File: src/design/sapq_pkg.sv
// Package for the sorted-array priority queue: sizes, codes, payload and
// controller types. Depends on nothing; every other design file uses it.
`default_nettype none

package sapq_pkg;

  // Number of cells in the chain, and the width of the live-entry count.
  localparam int CAPACITY = 16;
  localparam int CNT_W    = $clog2(CAPACITY + 1);

  // Request kinds.
  typedef enum logic {
    KIND_INSERT = 1'b0,
    KIND_REMOVE = 1'b1
  } kind_t;

  // Result status codes.
  typedef enum logic [1:0] {
    STAT_OK        = 2'd0,
    STAT_OVERFLOW  = 2'd1,
    STAT_UNDERFLOW = 2'd2
  } status_t;

  // One request.
  typedef struct packed {
    kind_t              kind;
    logic signed [31:0] item_value;
    logic signed [31:0] item_priority;
  } in_item_t;

  // One result.
  typedef struct packed {
    status_t            status;
    logic signed [31:0] head_value;
    logic signed [31:0] head_priority;
    logic [4:0]         entry_count;
    logic               is_empty;
    logic               is_full;
  } out_item_t;

  // Controller states.
  typedef enum logic {
    CTL_IDLE = 1'b0,
    CTL_EXEC = 1'b1
  } ctl_state_t;

  // Commands from the controller to the datapath.
  typedef struct packed {
    logic load_item;
    logic execute;
  } ctl_cmd_t;

endpackage

`default_nettype wire

File: src/design/sapq_ctl.sv
// Controller for the priority queue: accepts a request, then runs it
// through the datapath when the result register is free. Uses sapq_pkg.
`default_nettype none

module sapq_ctl (
  input  wire logic              clk,
  input  wire logic              rst_n,
  input  wire logic              in_valid,
  output logic                   in_ready,
  output logic                   out_valid,
  input  wire logic              out_ready,
  output sapq_pkg::ctl_cmd_t     cmd
);

  sapq_pkg::ctl_state_t state_r, state_nxt;
  logic                 out_valid_r, out_valid_nxt;
  logic                 out_free;

  // Hold state and result-valid flag.
  always_ff @(posedge clk) begin
    if (!rst_n) begin
      state_r     <= sapq_pkg::CTL_IDLE;
      out_valid_r <= 1'b0;
    end else begin
      state_r     <= state_nxt;
      out_valid_r <= out_valid_nxt;
    end
  end

  assign out_free = !out_valid_r || out_ready;

  // Next state and commands.
  always_comb begin
    state_nxt     = state_r;
    in_ready      = 1'b0;
    cmd           = '0;
    out_valid_nxt = out_valid_r && !out_ready;
    unique case (state_r)
      sapq_pkg::CTL_IDLE: begin
        in_ready = 1'b1;
        if (in_valid) begin
          cmd.load_item = 1'b1;
          state_nxt     = sapq_pkg::CTL_EXEC;
        end
      end
      sapq_pkg::CTL_EXEC: begin
        // Run only when the result register can take the outcome.
        if (out_free) begin
          cmd.execute   = 1'b1;
          out_valid_nxt = 1'b1;
          state_nxt     = sapq_pkg::CTL_IDLE;
        end
      end
      default: state_nxt = sapq_pkg::CTL_IDLE;
    endcase
  end

  assign out_valid = out_valid_r;

endmodule

`default_nettype wire

File: src/design/sapq_dp.sv
// Datapath for the priority queue: request register, sorted cell chain,
// entry count and result register. Uses sapq_pkg.
`default_nettype none

module sapq_dp (
  input  wire logic                clk,
  input  wire logic                rst_n,
  input  wire sapq_pkg::ctl_cmd_t  cmd,
  input  wire sapq_pkg::in_item_t  in_item,
  output sapq_pkg::out_item_t      out_item
);

  localparam int N     = sapq_pkg::CAPACITY;
  localparam int CNT_W = sapq_pkg::CNT_W;

  sapq_pkg::in_item_t  item_r;
  sapq_pkg::out_item_t out_r, out_nxt;

  logic signed [31:0] val_r [N];
  logic signed [31:0] pri_r [N];
  logic signed [31:0] val_nxt [N];
  logic signed [31:0] pri_nxt [N];
  logic [CNT_W-1:0]   count_r, count_nxt;

  logic [N-1:0] gt;
  logic         is_full_now;
  logic         is_empty_now;
  logic         do_insert;
  logic         do_remove;

  // Capture the request.
  always_ff @(posedge clk) begin
    if (cmd.load_item) begin
      item_r <= in_item;
    end
  end

  // Each live cell compares its priority with the new one; the cells that
  // stay ahead of the new pair form a prefix of the chain.
  always_comb begin
    for (int i = 0; i < N; i++) begin
      gt[i] = (count_r > CNT_W'(i)) && (pri_r[i] > item_r.item_priority);
    end
  end

  assign is_full_now  = (count_r == CNT_W'(N));
  assign is_empty_now = (count_r == '0);
  assign do_insert    = (item_r.kind == sapq_pkg::KIND_INSERT) && !is_full_now;
  assign do_remove    = (item_r.kind == sapq_pkg::KIND_REMOVE) && !is_empty_now;

  // Next contents of every cell: keep, take the new pair, or shift.
  always_comb begin
    for (int i = 0; i < N; i++) begin
      val_nxt[i] = val_r[i];
      pri_nxt[i] = pri_r[i];
      if (do_insert && !gt[i]) begin
        if (i == 0) begin
          val_nxt[i] = item_r.item_value;
          pri_nxt[i] = item_r.item_priority;
        end else if (gt[(i > 0) ? i - 1 : 0]) begin
          val_nxt[i] = item_r.item_value;
          pri_nxt[i] = item_r.item_priority;
        end else begin
          val_nxt[i] = val_r[(i > 0) ? i - 1 : 0];
          pri_nxt[i] = pri_r[(i > 0) ? i - 1 : 0];
        end
      end else if (do_remove && (i < N - 1)) begin
        val_nxt[i] = val_r[(i < N - 1) ? i + 1 : i];
        pri_nxt[i] = pri_r[(i < N - 1) ? i + 1 : i];
      end
    end
  end

  // Count after this request.
  always_comb begin
    count_nxt = count_r;
    if (do_insert) begin
      count_nxt = count_r + CNT_W'(1);
    end else if (do_remove) begin
      count_nxt = count_r - CNT_W'(1);
    end
  end

  // Build the result.
  always_comb begin
    out_nxt               = '0;
    out_nxt.status        = sapq_pkg::STAT_OK;
    if (item_r.kind == sapq_pkg::KIND_INSERT) begin
      if (is_full_now) begin
        out_nxt.status = sapq_pkg::STAT_OVERFLOW;
      end
    end else begin
      if (is_empty_now) begin
        out_nxt.status = sapq_pkg::STAT_UNDERFLOW;
      end else begin
        out_nxt.head_value    = val_r[0];
        out_nxt.head_priority = pri_r[0];
      end
    end
    out_nxt.entry_count = 5'(count_nxt);
    out_nxt.is_empty    = (count_nxt == '0);
    out_nxt.is_full     = (count_nxt == CNT_W'(N));
  end

  // Advance the cell chain and the result register.
  always_ff @(posedge clk) begin
    if (cmd.execute) begin
      for (int i = 0; i < N; i++) begin
        val_r[i] <= val_nxt[i];
        pri_r[i] <= pri_nxt[i];
      end
      out_r <= out_nxt;
    end
  end

  // Entry count.
  always_ff @(posedge clk) begin
    if (!rst_n) begin
      count_r <= '0;
    end else if (cmd.execute) begin
      count_r <= count_nxt;
    end
  end

  assign out_item = out_r;

endmodule

`default_nettype wire

File: src/design/sorted_array_priority_queue_unit.sv
// Top level of the sorted-array priority queue: controller plus datapath.
// Depends on sapq_pkg, sapq_ctl and sapq_dp.
//
// Usage:
//   Requests arrive on in_valid/in_ready/in_item: kind selects insert or
//   remove-head; value and priority matter only for an insert. Each request
//   yields exactly one result on out_valid/out_ready/out_item with a status
//   (ok, overflow, underflow), the removed head (zero unless a remove
//   succeeded), the entry count after the request and empty/full flags.
//   Equal priorities are served newest first.
//   A transferred request is held in the request register by the
//   controller's capture state and runs once the result register is free;
//   no new request is taken until then. When it runs, all 16 cells
//   compare with the new priority and shift in parallel.
//   Reset (rst_n low, synchronous) empties the queue and drops any pending
//   result. While the receiver stalls, the result holds; one more request
//   can be transferred and waits until the result register frees up.
`default_nettype none

module sorted_array_priority_queue_unit (
  input  wire logic                clk,
  input  wire logic                rst_n,
  input  wire logic                in_valid,
  output logic                     in_ready,
  input  wire sapq_pkg::in_item_t  in_item,
  output logic                     out_valid,
  input  wire logic                out_ready,
  output sapq_pkg::out_item_t      out_item
);

  sapq_pkg::ctl_cmd_t cmd;

  sapq_ctl u_ctl (
    .clk       (clk),
    .rst_n     (rst_n),
    .in_valid  (in_valid),
    .in_ready  (in_ready),
    .out_valid (out_valid),
    .out_ready (out_ready),
    .cmd       (cmd)
  );

  sapq_dp u_dp (
    .clk      (clk),
    .rst_n    (rst_n),
    .cmd      (cmd),
    .in_item  (in_item),
    .out_item (out_item)
  );

endmodule

`default_nettype wire

File: config.mk
export PLATFORM = sky130hd
export DESIGN_NAME = sorted_array_priority_queue_unit
export DESIGN_NICKNAME = d
export VERILOG_FILES = /design/src/design/sapq_pkg.sv /design/src/design/sapq_ctl.sv /design/src/design/sapq_dp.sv /design/src/design/sorted_array_priority_queue_unit.sv
export SDC_FILE = /design/constraint.sdc
export NUM_CORES = 2
export LEC_CHECK = 0
export ABC_AREA = 1
export BUFFER_PORTS_ARGS = -buffer_cell sky130_fd_sc_hd__buf_2
export CORE_ASPECT_RATIO = 0.7
export CORE_MARGIN = 3
export CORE_UTILIZATION = 30
export DETAILED_ROUTE_END_ITERATION = 16
export RECOVER_POWER = 100
export SYNTH_ARGS = -nofsm -noshare
export SYNTH_HDL_FRONTEND = slang
export SYNTH_SLANG_ARGS = --single-unit
File: constraint.sdc
create_clock -name clk -period 8.5 [get_ports clk]
set_clock_uncertainty 0.15 [all_clocks]
set_input_delay 0.425 -clock clk [delete_from_list [all_inputs] [get_ports clk]]
set_output_delay 0.425 -clock clk [all_outputs]
set_load 0.1 [all_outputs]
==> key figures <==
Run status
  • Outcome: finished with violations
  • Violated checks: max-capacitance violations, max-slew violations

Worst hold path
  • HP Start: in_item[49]
  • Worst hold path type: in2reg

GRT
  • Number of global-route vias before repair: 63400
  • Remaining Overflow, GRT: 0
  • Total GRT Usage: 0.211
  • Initial antenna violation count: 4
  • First-pass GRT wire length: 419 mm
  • Largest net degree at the start of global routing: 75

Floorplan
  • Die H: 425 µm
  • IO Pins: 144
  • Std cell rows: 153
  • Die Area: 0.257 mm²
  • Chip width: 605 µm
  • Core Area: 0.249 mm²
  • Initial core utilization: 0.302

Drt
  • Detail Route Antenna Nets: 0
  • Detailed Route Iter0 Violations: 9264
  • Drt total wl: 281 mm
  • Vias: 68600
  • Residual DRC: 0
  • DRT Pass-1 Iters: 9
  • Via/cell ratio: 5.32
  • WL per Instance: 21.8 µm

Logic synthesis
  • EDFF count, synth: 1162
  • Yosys cell types: 30
  • Cell taking the most area after synthesis: edfxtp_1
  • Cells after Synth: 9629
  • Syn_area_per_cell: 7.81 µm²
  • #FFs+latches synth: 1169
  • Post-Syn Area: 0.0752 mm²
  • Synth top area cells: edfxtp_1 46%, nand2_1 26%, ha_1 8.6%, nand4_1 7.8%, buf_2 3.0%
  • Yosys Warn Count: 0
  • Ys flop type: edfxtp_1
  • Top-area cell type share of the netlist area: 0.464
  • Sequential-to-total area share from yosys stat: 0.466
  • Synth Net Count: 10200
  • Async set or reset register ratio after synthesis: 0

Clock network
  • H-tree depth: 4
  • Clk slew on worst S/H paths: 60 ps
  • Postcts setup bufs: 0
  • Num CTS Buffers: 143
  • CTS tree: built
  • Clk_lat worst skew: 790 ps
  • Clock buffer depth: 3
  • Clock sink total: 1169
  • CTS root buffer: clkbuf_16

Final layout
  • Most common cell after layout, fill and taps aside: nand2_1
  • P&R area growth vs syn: 11.0%
  • Final core occ: 0.335
  • Nets: 10100
  • Commonest cells after routing, fill and taps aside: 5186 x nand2_1, 1162 x edfxtp_1, 937 x nand4_1
  • Register Area: 0.0350 mm²
  • Fill count: 26400
  • Layout cells sized above 1: 0.0454
  • Multi-input combinational cell area: 0.0360 mm²

STA
  • Least-Margin Pin Slew: 3210 ps
  • Setup TNS: 0 ps
  • Final Setup Violations: 0
  • Fin. max-slew vios: 942
  • Min cycle time layout: 7040 ps
  • Worst hold slack: 203 ps
  • Final Cycle Share: 0.828
  • Fin. Hold Viols: 0
  • Worst slew margin: -1.14
  • Fmax: 142 MHz
  • Unrepaired setup endpoints after global routing: false

Pwr
  • Static Leak: 0.0386 µW
  • Maximum vdd drop: 0.198 mV
  • Final Total Pwr: 16900 µW
  • Power per cell area: 202 mW/mm²

Placed design
  • Port bufs: 143
  • Post-detail-place hpwl: 188 mm
  • Placer Congestion: 0.919

Worst setup path
  • Arrival time worst endpoint: 7270 ps
  • Critical Path Source: u_dp.item_r[15]
  • Critical Setup Path Class: reg2reg
  • Startpoint types: flop
  • Worst setup EP type: flop
  • Crit Reg-Reg Startpoint: u_dp.item_r[15]
  • Worst path required time: 8730 ps
  • Crit-path max FO: 41

Job
  • Total of max-cap violations: 24
[synth_stat cells (all sizes together), types with 2 or more instances]
library cell and n:
clkbuf 164, o211ai 2, nor4 4, o21a 22, edfxtp 1162, nor3 15
nand4 937, nand3 59, ha 517, o22ai 5, a21boi 5, dfxtp 7
xor2 2, nand2 5198, inv 342, buf 514, nor2 218, o21ai 177
a21o 23, a21oi 245, a31oi 10
[path summary, 6_finish.rpt]
kind,to,slack [ps],cells after the start
worst max register to register,u_dp.val_r[0][182],1460,16
worst min register to register,u_dp.val_r[1][192],360,2
worst min-delay path,u_dp.item_r[49],200,2
worst max-delay path,u_dp.val_r[0][182],1460,16
[power breakdown]
part           switching (µW)  internal, µW
Combinational            2650           863
Clock                    2550          3540
Sequential                363          6910
Total                    5560         11300
[sequential cells by signal, summed over array words and instances, names as in the netlist]
name and count:
u_ctl.state_r 1, u_dp.pri_r 512, u_dp.val_r 512, u_dp.out_item 73
u_dp.count_r 5, u_dp.item_r 65, u_ctl.out_valid 1
[routing by layer]
metal | global-route usage | wire length, µm | vias up
li1 | - | - | 32000
met1 | 0.316 | 127000 | 32100
met2 | 0.296 | 111000 | 4098
met3 | 0.0548 | 36200 | 441
met4 | 0.0568 | 7640 | 0
met5 | 0 | 0 | -
[worst max-delay path, stage by stage (launching register included)]
cell and delay (ps):
edfxtp_1 1000, inv_1 840, ha_1 590, nand2_1 70, nor2_1 140, nand2_1 120, inv_1 70, nand2_1 50
nand2_1 90, nand2_1 100, nand2_1 80, nand2_1 100, nand3_1 190, nand2_1 490, a21oi_4 290, clkbuf_1 1080
clkbuf_2 1110
[kinds of logic after synthesis]
family / count (synthesis) / share of synthesized area
AO/OA/AOI/OAI: 489 / 0.0346
XOR/XNOR: 2 / 0.000233
adder cells (fa/ha/maj): 517 / 0.0860
buffers and inverters: 1020 / 0.0600
flip-flops: 1169 / 0.466
AND/OR/NAND/NOR: 6432 / 0.354
[through the flow]
| stage | worst slack [ps] | area, µm² | std cells |
|---|---|---|---|
| after floorplan | 2390 | 75200 | 9629 |
| after global routing | 1290 | 83500 | 12900 |
| after CTS | 2930 | 84000 | 12900 |
| final | 1460 | 83500 | 12900 |
| after global placement | 3050 | 78900 | 12600 |
| after detailed placement | 2930 | 78900 | 12600 |
[cell type report]
type | instances | share of cell area
antenna | 2 | 0.0000599
clock buffer | 180 | 0.0461
clock inverter | 67 | 0.00740
inverter | 342 | 0.0155
multi-input combinational | 7440 | 0.431
sequential | 1169 | 0.420
tap | 3332 | 0.0499
timing repair buffer | 380 | 0.0300
[timing repair]
item,CTS,global route
gates resized for setup,0,0
hold buffers,68,0
endpoints found under the hold margin,72,0
endpoints found under the setup margin,0,0
Note: power is estimated with default switching activity, not from simulation.
